**config.mk**
```make
export PLATFORM = sky130hd
export DESIGN_NAME = ccor_cfg
export DESIGN_NICKNAME = d
export VERILOG_FILES = /design/src/rtl/ccor_pkg.sv /design/src/rtl/ccor_cfg.sv
export SDC_FILE = /design/constraint.sdc
export NUM_CORES = 1
export LEC_CHECK = 0
export BUFFER_PORTS_ARGS = -buffer_cell sky130_fd_sc_hd__buf_2
export CAP_MARGIN = 30
export CELL_PAD_IN_SITES_DETAIL_PLACEMENT = 1
export CELL_PAD_IN_SITES_GLOBAL_PLACEMENT = 1
export CORE_MARGIN = 2
export CORE_UTILIZATION = 38
export DETAILED_ROUTE_END_ITERATION = 10
export PLACE_DENSITY_LB_ADDON = 0.1
export SYNTH_ARGS = -nofsm -noshare
export SYNTH_HDL_FRONTEND = slang
export SYNTH_SLANG_ARGS = --single-unit
```
**constraint.sdc**
```tcl
create_clock -name clk -period 0.9 [get_ports clk]
set_input_delay 0.18 -clock clk [delete_from_list [all_inputs] [get_ports clk]]
set_output_delay 0.18 -clock clk [all_outputs]
set_load 0.02 [all_outputs]
```
**src/rtl/ccor_pkg.sv**
```systemverilog
// shared types, constants and fixed-point helpers for the cell-cycle ode rhs block
// no dependencies; used by every module in rtl
`default_nettype none
package ccor_pkg;

    localparam int DIV_QBITS  = 48;
    localparam int DIV_STEP   = 2;
    localparam int DIV_STAGES = DIV_QBITS / DIV_STEP;
    // setup stage + iteration stages + sign/saturate stage
    localparam int DIV_LAT    = DIV_STAGES + 2;

    localparam logic signed [31:0] Q_ONE    = 32'sd65536;
    localparam logic signed [31:0] Q_SIXTY  = 32'sd3932160;
    localparam logic signed [31:0] Q_TEN    = 32'sd655360;
    localparam logic signed [31:0] Q_B4     = 32'sd360448;
    localparam logic signed [31:0] Q_QUART  = 32'sd16384;
    localparam logic signed [31:0] Q_TENTH  = 32'sd6554;
    localparam logic signed [31:0] Q_FOUR_C = 32'sd2621;
    localparam logic signed [31:0] Q_ONE_C  = 32'sd655;
    localparam logic signed [31:0] Q_ONE_FOUR_C = 32'sd68157;
    // reciprocal of ten, exact with a 35 bit shift for any 32 bit operand
    localparam logic [31:0] RECIP_TEN = 32'hCCCCCCCD;

    localparam logic [1:0] CFG_MODE = 2'd0;
    localparam logic [1:0] CFG_A1   = 2'd1;
    localparam logic [1:0] CFG_C1   = 2'd2;

    typedef struct packed {
        logic signed [31:0] apc_level;
        logic signed [31:0] cyclin_level;
        logic signed [31:0] p27_level;
        logic signed [31:0] cell_mass;
        logic signed [31:0] rbnp_level;
        logic signed [31:0] oxygen_level;
    } in_t;

    typedef struct packed {
        logic signed [31:0] apc_rate;
        logic signed [31:0] cyclin_rate;
        logic signed [31:0] p27_rate;
        logic signed [31:0] mass_rate;
        logic signed [31:0] rbnp_rate;
        logic               range_fault;
    } out_t;

    typedef struct packed {
        logic        cancer_mode;
        logic [16:0] cyclin_decay_rate;
        logic [16:0] p27_production_rate;
    } cfg_t;

    typedef struct packed {
        logic signed [31:0] val;
        logic               flt;
    } qres_t;

    typedef struct packed {
        logic [31:0]          rem;
        logic [DIV_QBITS-1:0] num;
        logic [DIV_QBITS-1:0] quo;
        logic [31:0]          den;
        logic                 neg;
        logic                 zero;
    } div_state_t;

    function automatic qres_t q_sat(input logic signed [63:0] v);
        qres_t r;
        if (v > 64'sd2147483647)
        begin
            r.val = 32'sh7FFFFFFF;
            r.flt = 1'b1;
        end
        else if (v < -64'sd2147483648)
        begin
            r.val = 32'sh80000000;
            r.flt = 1'b1;
        end
        else
        begin
            r.val = v[31:0];
            r.flt = 1'b0;
        end
        return r;
    endfunction

    function automatic logic signed [63:0] sext(input logic signed [31:0] a);
        return {{32{a[31]}}, a};
    endfunction

    function automatic qres_t q_add(input logic signed [31:0] a, input logic signed [31:0] b);
        return q_sat(sext(a) + sext(b));
    endfunction

    function automatic qres_t q_sub(input logic signed [31:0] a, input logic signed [31:0] b);
        return q_sat(sext(a) - sext(b));
    endfunction

    // round to nearest, ties up, via floor of (p + half)
    function automatic qres_t q_mul(input logic signed [31:0] a, input logic signed [31:0] b);
        logic signed [63:0] p;
        p = sext(a) * sext(b);
        p = p + 64'sd32768;
        return q_sat(p >>> 16);
    endfunction

    function automatic div_state_t div_step(input div_state_t s);
        div_state_t r;
        logic [32:0] trial;
        r = s;
        for (int i = 0; i < DIV_STEP; i++)
        begin
            trial = {r.rem, r.num[DIV_QBITS-1]};
            r.num = {r.num[DIV_QBITS-2:0], 1'b0};
            if (trial >= {1'b0, r.den})
            begin
                trial = trial - {1'b0, r.den};
                r.quo = {r.quo[DIV_QBITS-2:0], 1'b1};
            end
            else
            begin
                r.quo = {r.quo[DIV_QBITS-2:0], 1'b0};
            end
            r.rem = trial[31:0];
        end
        return r;
    endfunction

endpackage
`default_nettype wire

```
**src/rtl/ccor_cfg.sv**
```systemverilog
// configuration registers: mode and the two rates
// depends on ccor_pkg
`default_nettype none
module ccor_cfg (
    input  wire logic             clk,
    input  wire logic             rst_n,
    input  wire logic             cfg_valid,
    output logic                  cfg_ready,
    input  wire logic [1:0]       cfg_index,
    input  wire logic [16:0]      cfg_data,
    output ccor_pkg::cfg_t        cfg
);
    import ccor_pkg::*;

    cfg_t cfg_reg;

    assign cfg_ready = 1'b1;
    assign cfg       = cfg_reg;

    always_ff @(posedge clk or negedge rst_n)
    begin
        if (!rst_n)
        begin
            cfg_reg.cancer_mode         <= 1'b0;
            cfg_reg.cyclin_decay_rate   <= 17'd3277;
            cfg_reg.p27_production_rate <= 17'd6554;
        end
        else if (cfg_valid)
        begin
            case (cfg_index)
                CFG_MODE: cfg_reg.cancer_mode         <= cfg_data[0];
                CFG_A1:   cfg_reg.cyclin_decay_rate   <= cfg_data;
                CFG_C1:   cfg_reg.p27_production_rate <= cfg_data;
                default:  ;
            endcase
        end
    end

endmodule
`default_nettype wire

```
==> results.toml <==
[placement]
dp_worst_setup_slack_ns = -0.1992
postPlaceCellArea_um2 = 1854
port-buffer-count = 56
gp_routability_congestion = 0.6665
place_hpwl_mm = 2.223

[routing]
via_count = 965
drt_pre_antenna_iters = 2
wire_per_inst_um = 16.52
drc_errors = 0
antenna_violating_nets_post_route = 0
viasPerCell = 4.595
finalWirelength_mm = 3.469
drt_iter0_markers = 18

[global_routing]
grt_start_max_net_pins = 36
first_pass_grt_wire_length_mm = 5.595
grt_util_all_layers = 0.1787
grt_antenna_before_repair = 0
first_global_vias = 1103
global_route.overflow_total = 0

[critical_path]
crit_path_end_kind = "output port"
worstPathMaxFanout = 2
worst-path-buf-inv = 1
data_required_time_of_the_worst_path_ns = 0.72
cpMaxStageDelayCell = "sky130_fd_sc_hd__dfstp_2"
critical_path_arrival_ns = 0.95
startpoint_kind_of_the_worst_setup_timing_path = "flip-flop"
critical_path.cell_chain = "buf_6"
critical-path-max-stage-delay_ns = 0.55
timing.critical_path.max_delay_family = "flip-flops"
worst_path_class_setup = "reg -> out"

[finish]
syn2layout_area_growth_pct = 61.79
largest_register_ff_count = 35
num-nets-final = 183
finish.utilization = 0.6381
final_layout_size_suffix_gt1_frac = 0.8519
final.fill_count = 351
antenna_cells = 0
summed_area_of_non_filler_cells_in_the_final_layout_um2 = 2336

[clock_network]
insertion_delay_of_the_later_clocked_pin_in_the_worst_skew_pair_ns = 0.28
tritoncts = "done"
cts_root_buffer = "sky130_fd_sc_hd__clkbuf_8"
total_cts_buffers = 5
path_clk_slew_ns = 0.07
ctsLongestPathBuffers = 2
ctsHtreeMaxLevel = 2
tritoncts_num_sinks = 35

[sta]
hold_violations_final = 0
report.final.slew_viol_count = 0
final.hold.worst_slack_ns = 0.1427
max_clock_freq_mhz = 886.4
final_min_period_over_clock_period = 1.253
layout_min_cycle_time_ns = 1.128
fin_ws_ns = -0.2281
setup_viol = 38
timing.clock.skew_ns = 0
rsz0062_at_grt = "true"
setup-tns-final_ns = -5.047

[die]
core_um2 = 3661
boundaryPins = 58
fp.dieW_um = 65.64
die_h_um = 65.64
fp.dieArea_um2 = 4309
initial_utilization = 0.3944
std_cell_rows = 22

[flow_run]
cap_viol_max_count = 0

[synth]
synthesis.area_per_instance_um2 = 18.75
yosys-top-cells-area = "sky130_fd_sc_hd__dfrtp_1, sky130_fd_sc_hd__dfstp_2, sky130_fd_sc_hd__mux2_4, sky130_fd_sc_hd__mux2_2, sky130_fd_sc_hd__nand3b_4"
synth-seq-cells = 35
mappedNetlistNets = 99
mappedNetlistArea_um2 = 1444
dominant_cell_type_by_area_after_synthesis = "sky130_fd_sc_hd__dfrtp_1"
netlist.area_leader.share = 0.3640
synth-warning-count = 0
synth_edf_count = 0
seq_area_frac_synth = 0.6187
yosysMostFrequentCell = "sky130_fd_sc_hd__dfrtp_1"
synth.lib_cells_used.distinct = 9
synthFlopType = "sky130_fd_sc_hd__dfrtp_1"
synth.cells.most_frequent = "sky130_fd_sc_hd__dfrtp_1, sky130_fd_sc_hd__mux2_4, sky130_fd_sc_hd__mux2_2, sky130_fd_sc_hd__dfstp_2"
async_reset_ff_frac = 1.000
synthesis.instances = 77

[outcome]
failed_checks = "setup timing"
outcome = "finished, violations left"

[worst_hold_path]
hold_class = "in -> reg"

[pwr]
ir_drop_worst_case_vdd_uv = 1372
cellPowerDensity_nw_per_um2 = 2231
leakage_nw = 1.180
-- final timing paths --
| path | startpoint | end | slack [ns] | depth (start not counted) |
|---|---|---|---|---|
| setup / recovery | cfg[23] | cfg[23] | -0.23 | 1 |
| hold / removal | cfg_data[10] | cfg[10] | 0.14 | 2 |
| setup reg to reg | cfg[21] | cfg[21] | -0.01 | 2 |
| hold reg to reg | cfg[33] | cfg[33] | 0.53 | 1 |
| max in group asynchronous | rst_n | cfg[4] | 0.24 | 3 |
| min in group asynchronous | rst_n | cfg[6] | 0.41 | 3 |
-- through the flow --
stage,instances,power [mW]
global route,210,5.498
finish,210,5.212
CTS,206,5.134
floorplan,77,2.940
global placement,183,3.405
detailed placement,183,3.447
-- timing repair --
item                                   CTS  global route
resized for setup                       70             9
endpoints found under the hold margin   21             0
hold buffers                             1             0
setup endpoints to repair               35            42
pin swaps                                0             0
buffers inserted                        14             4
-- area by class of cell --
class                           count  area [um^2]  area share
Sequential cell                    35        893.4      0.3824
Clock inverter                      3        15.01    0.006427
Clock buffer                        5        68.82     0.02946
Multi-Input combinational cell     39        524.3      0.2244
Timing Repair Buffer               80        774.5      0.3315
Tap cell                           48        60.06     0.02571
-- cell usage in the layout (no fill, tap or decap) --
cell type and n:
sky130_fd_sc_hd__conb_1 1, sky130_fd_sc_hd__nor3b_1 1, sky130_fd_sc_hd__buf_2 21, sky130_fd_sc_hd__clkbuf_8 5, sky130_fd_sc_hd__nand3b_4 2, sky130_fd_sc_hd__dfrtp_1 21, sky130_fd_sc_hd__buf_6 43, sky130_fd_sc_hd__buf_4 10
sky130_fd_sc_hd__clkinv_2 3, sky130_fd_sc_hd__mux2_4 21, sky130_fd_sc_hd__dfstp_2 14, sky130_fd_sc_hd__dlygate4sd3_1 1, sky130_fd_sc_hd__buf_12 5, sky130_fd_sc_hd__mux2_2 14
-- cells by family after synthesis --
group / share of synthesized area
mux: 0.3250
flops: 0.6187
simple gates: 0.03293
buf+inv: 0.02080
other cells: 0.002597
-- metal layers --
metal / vias to the layer above / part of all wire / global-route usage
met5: - / 0 / 0
met2: 33 / 0.53 / 0.3106
met3: 4 / 0.052 / 0.05308
met4: 0 / 0.013 / 0.05469
li1: 435 / - / -
met1: 493 / 0.40 / 0.2114
-- report_power, final --
group          internal (mW)  leakage (nW)  switching (mW)
logic                   1.18         0.737           0.748
registers               1.96         0.396           0.243
clock network          0.529        0.0477           0.546
total                   3.67          1.18            1.54
No activity file was read; power rests on OpenSTA's default activity.
